==> src/rtl/core/omp_pkg.sv <==
package omp_pkg;

  // Defaults for the top-level parameters
  localparam int MaxPacketDef  = 4096;
  localparam int AddrBytesDef  = 256;
  localparam int TagBytesDef   = 64;
  localparam int MaxArgsDef    = 8;
  localparam int StringKeepDef = 255;

  // Fixed field widths
  localparam int KIND_W  = 3;
  localparam int VALUE_W = 32;
  localparam int ARG_W   = 3;
  localparam int ERR_W   = 3;
  // Wide enough for a run of skipped tags at the largest argument count
  localparam int SKIP_W  = 6;

  // Entries in the queue between parser and result sequencer
  localparam int QueueDepth = 4;

  localparam logic [7:0] CHAR_NUL   = 8'h00;
  localparam logic [7:0] CHAR_COMMA = 8'h2C;
  localparam logic [7:0] CHAR_I     = 8'h69;
  localparam logic [7:0] CHAR_F     = 8'h66;
  localparam logic [7:0] CHAR_S     = 8'h73;

  typedef enum logic [KIND_W-1:0] {
    KIND_ADDR_CHAR = 3'd0,
    KIND_INT       = 3'd1,
    KIND_FLOAT     = 3'd2,
    KIND_STR_CHAR  = 3'd3,
    KIND_STR_END   = 3'd4,
    KIND_SKIPPED   = 3'd5,
    KIND_OK        = 3'd6,
    KIND_ERROR     = 3'd7
  } kind_e;

  typedef enum logic [ERR_W-1:0] {
    ERR_NONE      = 3'd0,
    ERR_ADDR_LONG = 3'd1,
    ERR_NO_TAG    = 3'd2,
    ERR_NO_COMMA  = 3'd3,
    ERR_TAG_LONG  = 3'd4,
    ERR_TAG_SHORT = 3'd5,
    ERR_ARG_SHORT = 3'd6
  } err_e;

  // Everything one byte produces: one primary result, a run of skipped-tag
  // markers, and the end-of-datagram status, in that order.
  typedef struct packed {
    logic               has_prim;
    kind_e              prim_kind;
    logic [VALUE_W-1:0] prim_value;
    logic [ARG_W-1:0]   prim_arg;
    logic [ARG_W-1:0]   skip_start;
    logic [SKIP_W-1:0]  skip_cnt;
    logic               has_status;
    err_e               status;
  } omp_event_t;

  typedef struct packed {
    kind_e              kind;
    logic [VALUE_W-1:0] value;
    logic [ARG_W-1:0]   arg_index;
    err_e               error_code;
    logic               last_result;
  } omp_result_t;

endpackage

==> src/rtl/core/omp_front.sv <==
module omp_front
  import omp_pkg::*;
#(
  parameter int MAX_PACKET  = MaxPacketDef,
  parameter int ADDR_BYTES  = AddrBytesDef,
  parameter int TAG_BYTES   = TagBytesDef,
  parameter int MAX_ARGS    = MaxArgsDef,
  parameter int STRING_KEEP = StringKeepDef
) (
  input  logic       clk_i,
  input  logic       rst_ni,
  input  logic       accept_i,
  input  logic [7:0] in_byte_i,
  input  logic       end_of_packet_i,
  output omp_event_t ev_o,
  output logic       ev_valid_o
);

  localparam int PW  = $clog2(MAX_PACKET + 5);
  localparam int TTW = $clog2(TAG_BYTES);
  localparam int CW  = $clog2(MAX_ARGS + 1);
  localparam int FLW = $clog2(STRING_KEEP + 1);

  typedef enum logic [7:0] {
    PH_ADDR     = 8'b0000_0001,
    PH_ADDR_PAD = 8'b0000_0010,
    PH_TAG      = 8'b0000_0100,
    PH_TAG_PAD  = 8'b0000_1000,
    PH_WORD     = 8'b0001_0000,
    PH_STR      = 8'b0010_0000,
    PH_STR_PAD  = 8'b0100_0000,
    PH_DONE     = 8'b1000_0000
  } phase_e;

  phase_e           phase_q, phase_d;
  logic [PW-1:0]    bp_q, bp_d;
  logic [PW-1:0]    req_q, req_d;
  logic [FLW-1:0]   fl_q, fl_d;
  logic [TTW-1:0]   tag_total_q, tag_total_d;
  logic [CW-1:0]    tag_count_q, tag_count_d;
  logic [CW-1:0]    cursor_q, cursor_d;
  logic [23:0]      gather_q, gather_d;
  err_e             err_q, err_d;
  logic [MAX_ARGS-1:0] skip_q, skip_d;
  logic [MAX_ARGS-1:0] str_q, str_d;
  logic [MAX_ARGS-1:0] float_q, float_d;

  logic             work;
  logic [PW-1:0]    bp_inc;
  logic [PW-1:0]    need;
  logic             aligned;
  logic [CW-1:0]    na_base;
  logic [CW-1:0]    na_found;
  logic             na_found_str;
  logic [CW-1:0]    na_cnt;
  phase_e           na_phase;
  logic [PW-1:0]    na_req;
  logic             cur_float;
  omp_event_t       ev;

  assign bp_inc  = bp_q + PW'(1);
  assign need    = bp_inc + PW'(4);
  assign aligned = (bp_inc[1:0] == 2'b00);
  assign work    = (err_q == ERR_NONE) && (32'(bp_q) < 32'(MAX_PACKET));

  // Walk past skipped tags: words and strings advance from the next slot
  always_comb begin
    na_base = ((phase_q == PH_WORD) || (phase_q == PH_STR)) ? cursor_q + CW'(1) : cursor_q;
    na_found     = CW'(MAX_ARGS);
    na_found_str = 1'b0;
    for (int i = MAX_ARGS - 1; i >= 0; i--) begin
      if ((32'(i) >= 32'(na_base)) &&
          ((32'(i) >= 32'(tag_count_q)) || !skip_q[i])) begin
        na_found     = CW'(i);
        na_found_str = str_q[i];
      end
    end
    na_cnt = na_found - na_base;
    if (na_found < tag_count_q) begin
      na_phase = na_found_str ? PH_STR : PH_WORD;
    end else begin
      na_phase = PH_DONE;
    end
    na_req = ((na_cnt != '0) && (need > req_q)) ? need : req_q;
  end

  always_comb begin
    cur_float = 1'b0;
    for (int i = 0; i < MAX_ARGS; i++) begin
      if (CW'(i) == cursor_q) begin
        cur_float = float_q[i];
      end
    end
  end

  always_comb begin
    phase_d     = phase_q;
    bp_d        = bp_q;
    req_d       = req_q;
    fl_d        = fl_q;
    tag_total_d = tag_total_q;
    tag_count_d = tag_count_q;
    cursor_d    = cursor_q;
    gather_d    = gather_q;
    err_d       = err_q;
    skip_d      = skip_q;
    str_d       = str_q;
    float_d     = float_q;
    ev          = '0;
    ev.prim_kind = KIND_ADDR_CHAR;
    ev.status    = ERR_NONE;

    if (work) begin
      bp_d = bp_inc;
      case (phase_q)
        PH_ADDR: begin
          if (in_byte_i == CHAR_NUL) begin
            phase_d = aligned ? PH_TAG : PH_ADDR_PAD;
          end else if (32'(bp_inc) >= 32'(ADDR_BYTES)) begin
            err_d = ERR_ADDR_LONG;
          end else begin
            ev.has_prim   = 1'b1;
            ev.prim_kind  = KIND_ADDR_CHAR;
            ev.prim_value = VALUE_W'(in_byte_i);
          end
        end
        PH_ADDR_PAD: begin
          if (aligned) begin
            phase_d = PH_TAG;
          end
        end
        PH_TAG: begin
          if (tag_total_q == '0) begin
            if (in_byte_i != CHAR_COMMA) begin
              err_d = ERR_NO_COMMA;
            end else begin
              tag_total_d = TTW'(1);
            end
          end else if (in_byte_i == CHAR_NUL) begin
            if (aligned) begin
              phase_d  = na_phase;
              cursor_d = na_found;
              req_d    = na_req;
              fl_d     = '0;
              gather_d = '0;
              ev.skip_start = ARG_W'(na_base);
              ev.skip_cnt   = SKIP_W'(na_cnt);
            end else begin
              phase_d = PH_TAG_PAD;
            end
          end else if (tag_total_q >= TTW'(TAG_BYTES - 1)) begin
            err_d = ERR_TAG_LONG;
          end else begin
            if (32'(tag_count_q) < 32'(MAX_ARGS)) begin
              for (int i = 0; i < MAX_ARGS; i++) begin
                if (CW'(i) == tag_count_q) begin
                  skip_d[i]  = (in_byte_i != CHAR_I) && (in_byte_i != CHAR_F) &&
                               (in_byte_i != CHAR_S);
                  str_d[i]   = (in_byte_i == CHAR_S);
                  float_d[i] = (in_byte_i == CHAR_F);
                end
              end
              tag_count_d = tag_count_q + CW'(1);
            end
            tag_total_d = tag_total_q + TTW'(1);
          end
        end
        PH_WORD: begin
          if (fl_q < FLW'(3)) begin
            gather_d = {gather_q[15:0], in_byte_i};
            fl_d     = fl_q + FLW'(1);
          end else begin
            ev.has_prim   = 1'b1;
            ev.prim_kind  = cur_float ? KIND_FLOAT : KIND_INT;
            ev.prim_value = {gather_q, in_byte_i};
            ev.prim_arg   = ARG_W'(cursor_q);
            phase_d  = na_phase;
            cursor_d = na_found;
            req_d    = na_req;
            fl_d     = '0;
            gather_d = '0;
            ev.skip_start = ARG_W'(na_base);
            ev.skip_cnt   = SKIP_W'(na_cnt);
          end
        end
        PH_STR: begin
          if (in_byte_i == CHAR_NUL) begin
            ev.has_prim  = 1'b1;
            ev.prim_kind = KIND_STR_END;
            ev.prim_arg  = ARG_W'(cursor_q);
            if (aligned) begin
              phase_d  = na_phase;
              cursor_d = na_found;
              req_d    = na_req;
              fl_d     = '0;
              gather_d = '0;
              ev.skip_start = ARG_W'(na_base);
              ev.skip_cnt   = SKIP_W'(na_cnt);
            end else begin
              phase_d  = PH_STR_PAD;
              cursor_d = na_base;
            end
          end else if (fl_q < FLW'(STRING_KEEP)) begin
            ev.has_prim   = 1'b1;
            ev.prim_kind  = KIND_STR_CHAR;
            ev.prim_value = VALUE_W'(in_byte_i);
            ev.prim_arg   = ARG_W'(cursor_q);
            fl_d          = fl_q + FLW'(1);
          end
        end
        PH_TAG_PAD, PH_STR_PAD: begin
          if (aligned) begin
            phase_d  = na_phase;
            cursor_d = na_found;
            req_d    = na_req;
            fl_d     = '0;
            gather_d = '0;
            ev.skip_start = ARG_W'(na_base);
            ev.skip_cnt   = SKIP_W'(na_cnt);
          end
        end
        default: begin
        end
      endcase
    end

    if (end_of_packet_i) begin
      ev.has_status = 1'b1;
      if (err_d != ERR_NONE) begin
        ev.status = err_d;
      end else begin
        case (phase_d)
          PH_ADDR:     ev.status = ERR_ADDR_LONG;
          PH_ADDR_PAD: ev.status = ERR_NO_TAG;
          PH_TAG:      ev.status = (tag_total_d == '0) ? ERR_NO_TAG : ERR_TAG_SHORT;
          PH_TAG_PAD:  ev.status = ERR_TAG_SHORT;
          PH_WORD:     ev.status = ERR_ARG_SHORT;
          PH_STR:      ev.status = ERR_ARG_SHORT;
          default:     ev.status = (req_d > bp_d) ? ERR_ARG_SHORT : ERR_NONE;
        endcase
      end
      // Clear for the next datagram
      phase_d     = PH_ADDR;
      bp_d        = '0;
      req_d       = '0;
      fl_d        = '0;
      tag_total_d = '0;
      tag_count_d = '0;
      cursor_d    = '0;
      gather_d    = '0;
      err_d       = ERR_NONE;
    end
  end

  assign ev_o       = ev;
  assign ev_valid_o = ev.has_prim || (ev.skip_cnt != '0) || ev.has_status;

  always_ff @(posedge clk_i or negedge rst_ni) begin
    if (!rst_ni) begin
      phase_q     <= PH_ADDR;
      bp_q        <= '0;
      req_q       <= '0;
      fl_q        <= '0;
      tag_total_q <= '0;
      tag_count_q <= '0;
      cursor_q    <= '0;
      gather_q    <= '0;
      err_q       <= ERR_NONE;
    end else if (accept_i) begin
      phase_q     <= phase_d;
      bp_q        <= bp_d;
      req_q       <= req_d;
      fl_q        <= fl_d;
      tag_total_q <= tag_total_d;
      tag_count_q <= tag_count_d;
      cursor_q    <= cursor_d;
      gather_q    <= gather_d;
      err_q       <= err_d;
    end
  end

  // Tag kinds are read only below the tag count, so they need no reset
  always_ff @(posedge clk_i) begin
    if (accept_i) begin
      skip_q  <= skip_d;
      str_q   <= str_d;
      float_q <= float_d;
    end
  end

endmodule

==> src/rtl/core/omp_queue.sv <==
module omp_queue
  import omp_pkg::*;
#(
  parameter int DEPTH = QueueDepth
) (
  input  logic       clk_i,
  input  logic       rst_ni,
  input  logic       wr_en_i,
  input  omp_event_t wr_data_i,
  output logic       full_o,
  input  logic       rd_en_i,
  output omp_event_t rd_data_o,
  output logic       empty_o
);

  localparam int PTR_W = (DEPTH > 1) ? $clog2(DEPTH) : 1;
  localparam int CNT_W = $clog2(DEPTH + 1);

  omp_event_t       mem_q [DEPTH];
  logic [PTR_W-1:0] wr_ptr_q, rd_ptr_q;
  logic [CNT_W-1:0] count_q;
  logic             do_wr, do_rd;

  assign full_o    = (count_q == CNT_W'(DEPTH));
  assign empty_o   = (count_q == '0);
  assign rd_data_o = mem_q[rd_ptr_q];
  assign do_wr     = wr_en_i && !full_o;
  assign do_rd     = rd_en_i && !empty_o;

  always_ff @(posedge clk_i) begin
    if (do_wr) begin
      mem_q[wr_ptr_q] <= wr_data_i;
    end
  end

  always_ff @(posedge clk_i or negedge rst_ni) begin
    if (!rst_ni) begin
      wr_ptr_q <= '0;
      rd_ptr_q <= '0;
      count_q  <= '0;
    end else begin
      if (do_wr) begin
        wr_ptr_q <= (wr_ptr_q == PTR_W'(DEPTH - 1)) ? '0 : wr_ptr_q + PTR_W'(1);
      end
      if (do_rd) begin
        rd_ptr_q <= (rd_ptr_q == PTR_W'(DEPTH - 1)) ? '0 : rd_ptr_q + PTR_W'(1);
      end
      if (do_wr && !do_rd) begin
        count_q <= count_q + CNT_W'(1);
      end else if (do_rd && !do_wr) begin
        count_q <= count_q - CNT_W'(1);
      end
    end
  end

endmodule

==> src/rtl/core/omp_back.sv <==
module omp_back
  import omp_pkg::*;
(
  input  logic        clk_i,
  input  logic        rst_ni,
  input  omp_event_t  ev_i,
  input  logic        ev_valid_i,
  output logic        ev_take_o,
  input  logic        pop_i,
  output logic        empty_o,
  output omp_result_t res_o
);

  logic              prim_done_q;
  logic [SKIP_W-1:0] skip_done_q;
  logic              out_valid_q;
  omp_result_t       res_q;

  logic              sel_prim, sel_skip;
  logic              more;
  logic              load;
  omp_result_t       res_d;

  assign sel_prim = ev_i.has_prim && !prim_done_q;
  assign sel_skip = !sel_prim && (skip_done_q != ev_i.skip_cnt);
  assign load     = ev_valid_i && (!out_valid_q || pop_i);

  always_comb begin
    res_d = '0;
    res_d.kind       = KIND_OK;
    res_d.error_code = ERR_NONE;
    if (sel_prim) begin
      res_d.kind      = ev_i.prim_kind;
      res_d.value     = ev_i.prim_value;
      res_d.arg_index = ev_i.prim_arg;
      more = (ev_i.skip_cnt != '0) || ev_i.has_status;
    end else if (sel_skip) begin
      res_d.kind      = KIND_SKIPPED;
      res_d.arg_index = ARG_W'(ev_i.skip_start + ARG_W'(skip_done_q));
      more = ((skip_done_q + SKIP_W'(1)) != ev_i.skip_cnt) || ev_i.has_status;
    end else begin
      res_d.kind       = (ev_i.status != ERR_NONE) ? KIND_ERROR : KIND_OK;
      res_d.error_code = ev_i.status;
      more = 1'b0;
    end
    res_d.last_result = !more;
  end

  // Retire the queue entry with its final result
  assign ev_take_o = load && !more;
  assign empty_o   = !out_valid_q;
  assign res_o     = res_q;

  always_ff @(posedge clk_i or negedge rst_ni) begin
    if (!rst_ni) begin
      prim_done_q <= 1'b0;
      skip_done_q <= '0;
      out_valid_q <= 1'b0;
    end else begin
      if (load) begin
        out_valid_q <= 1'b1;
        if (!more) begin
          prim_done_q <= 1'b0;
          skip_done_q <= '0;
        end else if (sel_prim) begin
          prim_done_q <= 1'b1;
        end else begin
          skip_done_q <= skip_done_q + SKIP_W'(1);
        end
      end else if (pop_i) begin
        out_valid_q <= 1'b0;
      end
    end
  end

  always_ff @(posedge clk_i) begin
    if (load) begin
      res_q <= res_d;
    end
  end

endmodule

==> src/rtl/core/osc_message_parser_top.sv <==
// Parser for one OSC datagram, fed one byte per cycle while full is low. The
// parser front end takes a byte at every edge where push is high and full is
// low, walks the address, the type tag string and up to MAX_ARGS arguments,
// and writes what the byte produced into a four-entry queue. The back end
// turns each queue entry into results, one per cycle while pop keeps up,
// through an output register: result ports are valid while empty is low and
// advance on pop. The results of a byte pass through the queue and then the
// output register. Most bytes cause at most one result, so the block sustains
// one byte per cycle while pop keeps up; a byte that passes over skipped tags,
// or that ends the datagram, causes several results (up to nine) and holds
// the back end, and full rises once the queue fills. The final result of each
// byte carries last_result, and the final byte of a datagram always ends with
// an ok or error status.
module osc_message_parser_top
  import omp_pkg::*;
#(
  parameter int MAX_PACKET  = MaxPacketDef,
  parameter int ADDR_BYTES  = AddrBytesDef,
  parameter int TAG_BYTES   = TagBytesDef,
  parameter int MAX_ARGS    = MaxArgsDef,
  parameter int STRING_KEEP = StringKeepDef
) (
  input  logic               clk_i,
  input  logic               rst_ni,
  input  logic               push,
  output logic               full,
  input  logic [7:0]         in_byte_i,
  input  logic               end_of_packet_i,
  output logic               empty,
  input  logic               pop,
  output logic [KIND_W-1:0]  kind_o,
  output logic [VALUE_W-1:0] value_o,
  output logic [ARG_W-1:0]   arg_index_o,
  output logic [ERR_W-1:0]   error_code_o,
  output logic               last_result_o
);

  logic        accept;
  omp_event_t  ev_in, ev_head;
  logic        ev_in_valid;
  logic        q_empty;
  logic        ev_take;
  omp_result_t res;

  assign accept = push && !full;

  omp_front #(
    .MAX_PACKET (MAX_PACKET),
    .ADDR_BYTES (ADDR_BYTES),
    .TAG_BYTES  (TAG_BYTES),
    .MAX_ARGS   (MAX_ARGS),
    .STRING_KEEP(STRING_KEEP)
  ) u_front (
    .clk_i          (clk_i),
    .rst_ni         (rst_ni),
    .accept_i       (accept),
    .in_byte_i      (in_byte_i),
    .end_of_packet_i(end_of_packet_i),
    .ev_o           (ev_in),
    .ev_valid_o     (ev_in_valid)
  );

  omp_queue #(
    .DEPTH(QueueDepth)
  ) u_queue (
    .clk_i    (clk_i),
    .rst_ni   (rst_ni),
    .wr_en_i  (accept && ev_in_valid),
    .wr_data_i(ev_in),
    .full_o   (full),
    .rd_en_i  (ev_take),
    .rd_data_o(ev_head),
    .empty_o  (q_empty)
  );

  omp_back u_back (
    .clk_i     (clk_i),
    .rst_ni    (rst_ni),
    .ev_i      (ev_head),
    .ev_valid_i(!q_empty),
    .ev_take_o (ev_take),
    .pop_i     (pop),
    .empty_o   (empty),
    .res_o     (res)
  );

  assign kind_o        = res.kind;
  assign value_o       = res.value;
  assign arg_index_o   = res.arg_index;
  assign error_code_o  = res.error_code;
  assign last_result_o = res.last_result;

endmodule

==> config.mk <==
export PLATFORM = sky130hd
export DESIGN_NAME = osc_message_parser_top
export DESIGN_NICKNAME = d
export VERILOG_FILES = /design/src/rtl/core/omp_pkg.sv /design/src/rtl/core/omp_front.sv /design/src/rtl/core/omp_queue.sv /design/src/rtl/core/omp_back.sv /design/src/rtl/core/osc_message_parser_top.sv
export SDC_FILE = /design/constraint.sdc
export NUM_CORES = 1
export LEC_CHECK = 0
export ABC_AREA = 1
export ABC_CLOCK_PERIOD_IN_PS = 9000
export BUFFER_PORTS_ARGS = -buffer_cell sky130_fd_sc_hd__clkbuf_2
export CAP_MARGIN = 30
export CELL_PAD_IN_SITES_DETAIL_PLACEMENT = 0
export CELL_PAD_IN_SITES_GLOBAL_PLACEMENT = 2
export CORE_MARGIN = 8
export CORE_UTILIZATION = 33
export CTS_CLUSTER_DIAMETER = 80
export DETAILED_ROUTE_END_ITERATION = 10
export GPL_TIMING_DRIVEN = 1
export PLACE_DENSITY = 0.71
export SETUP_SLACK_MARGIN = 0.4
export SKIP_LAST_GASP = 1
export SLEW_MARGIN = 20
export SYNTH_ARGS = -nofsm -noshare
export SYNTH_HDL_FRONTEND = slang
export SYNTH_HIERARCHICAL = 1
export SYNTH_SLANG_ARGS = --single-unit
==> constraint.sdc <==
create_clock -name clk_i -period 9 [get_ports clk_i]
set_input_delay 1.35 -clock clk_i [delete_from_list [all_inputs] [get_ports clk_i]]
set_output_delay 1.35 -clock clk_i [all_outputs]
set_load 0.01 [all_outputs]
==> results.toml <==
[status]
status = "finished clean"

[grt]
groute.usage.overall_pct = 14.66
grt_pass1_wl_um = 77200
grt_max_degree = 100
grt_pass1_vias = 13492
grt_antenna_before_repair = 0
grt_overflow = 0

[synth]
yosysWarningCount = 6
synthCells = 2002
yosysUniqueCellTypes = 71
synth_flop_cell = "edfxtp_1"
ys_ff_latch = 372
synth_most_common_cell = "nand2_1"
synthTopCellsByCount = "nand2_1, inv_1, edfxtp_1"
async_flop_share_pct = 26.34
synth_edf_count = 274
yosysSeqAreaShare_pct = 55.71
yosysTopAreaCellShare_pct = 42.91
avgSynthCellArea_um2 = 9.578
synth_area_leaders = "edfxtp_1, dfrtp_1, nand2_1"
syn_area_um2 = 19170
synth_top_area_cell = "edfxtp_1"

[die]
core_area_um2 = 57590
dieArea_um2 = 66070
rows = 88
die_w_um = 257.1
ioPinCount = 57
dieHeight_um = 257.1
start_util_pct = 33.30

[power_and_ir_drop]
power_w = 0.006918
p_int_w = 0.004239
switching_share_pct = 38.73
p_comb_share_pct = 36.8
power.switching_w = 0.002680
seqPwrFrac_pct = 36.5
power_leakage_nw = 9.094
clkPwrFrac_pct = 26.7
power.density_nw_per_um2 = 317.4
vdd_drop_max_v = 0.0001485

[critical_path]
crit_arrival_ns = 7.16
end_kind = "flip-flop"
crit_path_top_delay_cell = "ha_1"
crit_path_max_incr_delay_ns = 0.51
path_class = "reg2reg"
required_ns = 9.31
cp-startpoint = "u_front/bp_q[0]"
r2r_start = "u_front/bp_q[0]"
cp_max_fo = 23
critPathLaunchType = "flip-flop"

[cts]
cts_root_buf = "clkbuf_16"
cts-htree-levels = 2
postCtsSetupBuffers = 0
cts_resized = 0
cts_tree = "done"
clk_latency_ns = 0.57
numCtsBuffers = 45
hold_buffers = 0
clockBufferDepth = 3
clk_pin_slew_worst_paths_ns = 0.06
clkSinkCount = 372

[detailed_routing]
drc = 0
drtAntennaViolNets = 0
drt-initial-drc-count = 852
top_layer_used = "met4"
wl_um = 48510
vias_per_cell = 4.760
vias = 13590
wl_met3_um = 1985
drt_pass1_iterations = 5
wl_per_cell_um = 16.99
wl_met1_um = 22160
wl_met2_um = 23150

[worst_hold_path]
worst_hold_path_type = "reg2reg"
holdCritStartpoint = "u_front/gather_q[22]"

[layout]
n_antenna_cell = 0
drive_gt1_share_pct = 13.49
syn2layout_area_growth_pct = 13.66
fillers = 5780
fin_nets = 2122

[sta]
fmax_ghz = 0.1462
rsz0062_at_grt = "false"
drv_slew = 0
setup_tns_ns = 0
fin_crit_sh_pct = 76.00
worstMarginPinSlew_ns = 0.9147
clock_skew_ns = 0.01731
hold_violations = 0
finalCriticalPeriod_ns = 6.840
finalSetupViolCount = 0
slew_headroom_pct = 39.02

[placement]
hpwl_um = 33360
finalWeightedCongestion = 0.8135
io_buffers = 56

[run]
max_cap_viol_count = 0
[cells by family after synthesis]
group | synth area share [%]
adders and majority gates | 3.602
other | 0.01956
AOI/OAI and AO/OA | 11.75
buffers and inverters | 9.142
DFF | 55.71
and+or+nand+nor | 18.56
xor gates and xnor gates | 1.227
[worst max-delay path: cells and delay by family (launching register included)]
family	cells	cell delay (ns)
simple gates	13	2.16
buf+inv	4	0.36
compound gates	13	2.00
xor+xnor	2	0.51
flops	1	0.45
fa+ha+maj	3	1.10
[cell type report]
cell class              instances  area (um^2)  area share, %
multi-input cells            1193         6794          31.17
clock buffers                  59         1220          5.597
clock inverters                23        287.8          1.320
repair buffers                 77        473.0          2.170
inverters                     366         1374          6.303
flip-flops and latches        372        10690          49.04
well taps                     765        957.2          4.392
[through the flow]
stage / hold slack (ns) / instance area, um^2 / std cells / setup slack, ns / utilization (%)
2_1_floorplan: 0.4517 / 19180 / 2003 / 2.935 / -
3_3_place_gp: 0.4648 / 20240 / 2771 / 2.365 / 35.14
3_5_place_dp: 0.4689 / 20290 / 2773 / 2.170 / 35.23
4_1_cts: 0.4830 / 21790 / 2855 / 2.114 / 37.85
5_1_grt: 0.4946 / 21790 / 2855 / 1.393 / 37.85
6_report: 0.4807 / 21790 / 2855 / 2.160 / 37.85
[sequential cells by signal, summed over array words and instances, names as in the netlist, 3 cells and up]
signal and count:
u_back/res_o 42, u_back/skip_done_q 6, u_front/bp_q 13, u_front/cursor_q 4
u_front/err_q 3, u_front/fl_q 8, u_front/float_q 8, u_front/gather_q 24
u_front/phase_q 8, u_front/req_q 13, u_front/skip_q 8, u_front/str_q 8
u_front/tag_count_q 4, u_front/tag_total_q 6, u_queue/count_q 3, u_queue/mem_q 208
[metal layers]
layer  global-route usage (%)  vias up
li1                         -     6845
met2                    24.73      203
met3                    2.408       65
met5                        0        -
met1                    19.03     6477
met4                    4.776        0
[cell usage in the layout (no fill, tap or decap), drive strengths merged, types with 3 or more instances in the layout]
| master | instances |
|---|---|
| dfrtp | 97 |
| a31oi | 3 |
| xor2 | 20 |
| clkinv | 16 |
| ha | 52 |
| o31ai | 30 |
| edfxtp | 274 |
| nor3 | 50 |
| xnor2 | 6 |
| o22ai | 33 |
| bufinv | 6 |
| inv | 366 |
| nand2 | 422 |
| nor2 | 166 |
| buf | 22 |
| o21ai | 103 |
| a22o | 3 |
| nand3 | 93 |
| o211ai | 106 |
| nand4 | 19 |
| a21oi | 47 |
| nand3b | 3 |
| or2 | 3 |
| nor4 | 10 |
| clkbuf | 114 |
[worst paths after layout]
check / to / slack (ns) / depth (start not counted)
worst max-delay path: u_queue/mem_q[3][2] / 2.16 / 35
worst min-delay path: u_front/gather_q[22] / 0.48 / 2
worst max register to register: u_queue/mem_q[3][2] / 2.16 / 35
worst min register to register: u_front/gather_q[22] / 0.48 / 2
max in group asynchronous: u_queue/rd_ptr_q[0] / 6.76 / 2
min in group asynchronous: u_back/skip_done_q[5] / 0.81 / 1
[power groups by stage]
stage	clock network, W	registers, W	logic [W]
after floorplan	0	0.00254	0.00180
after global placement	0	0.00256	0.00259
after detailed placement	0	0.00256	0.00260
after CTS	0.00191	0.00253	0.00261
after global routing	0.00197	0.00257	0.00289
final	0.00185	0.00252	0.00255
No activity file was read; power rests on OpenSTA's default activity.
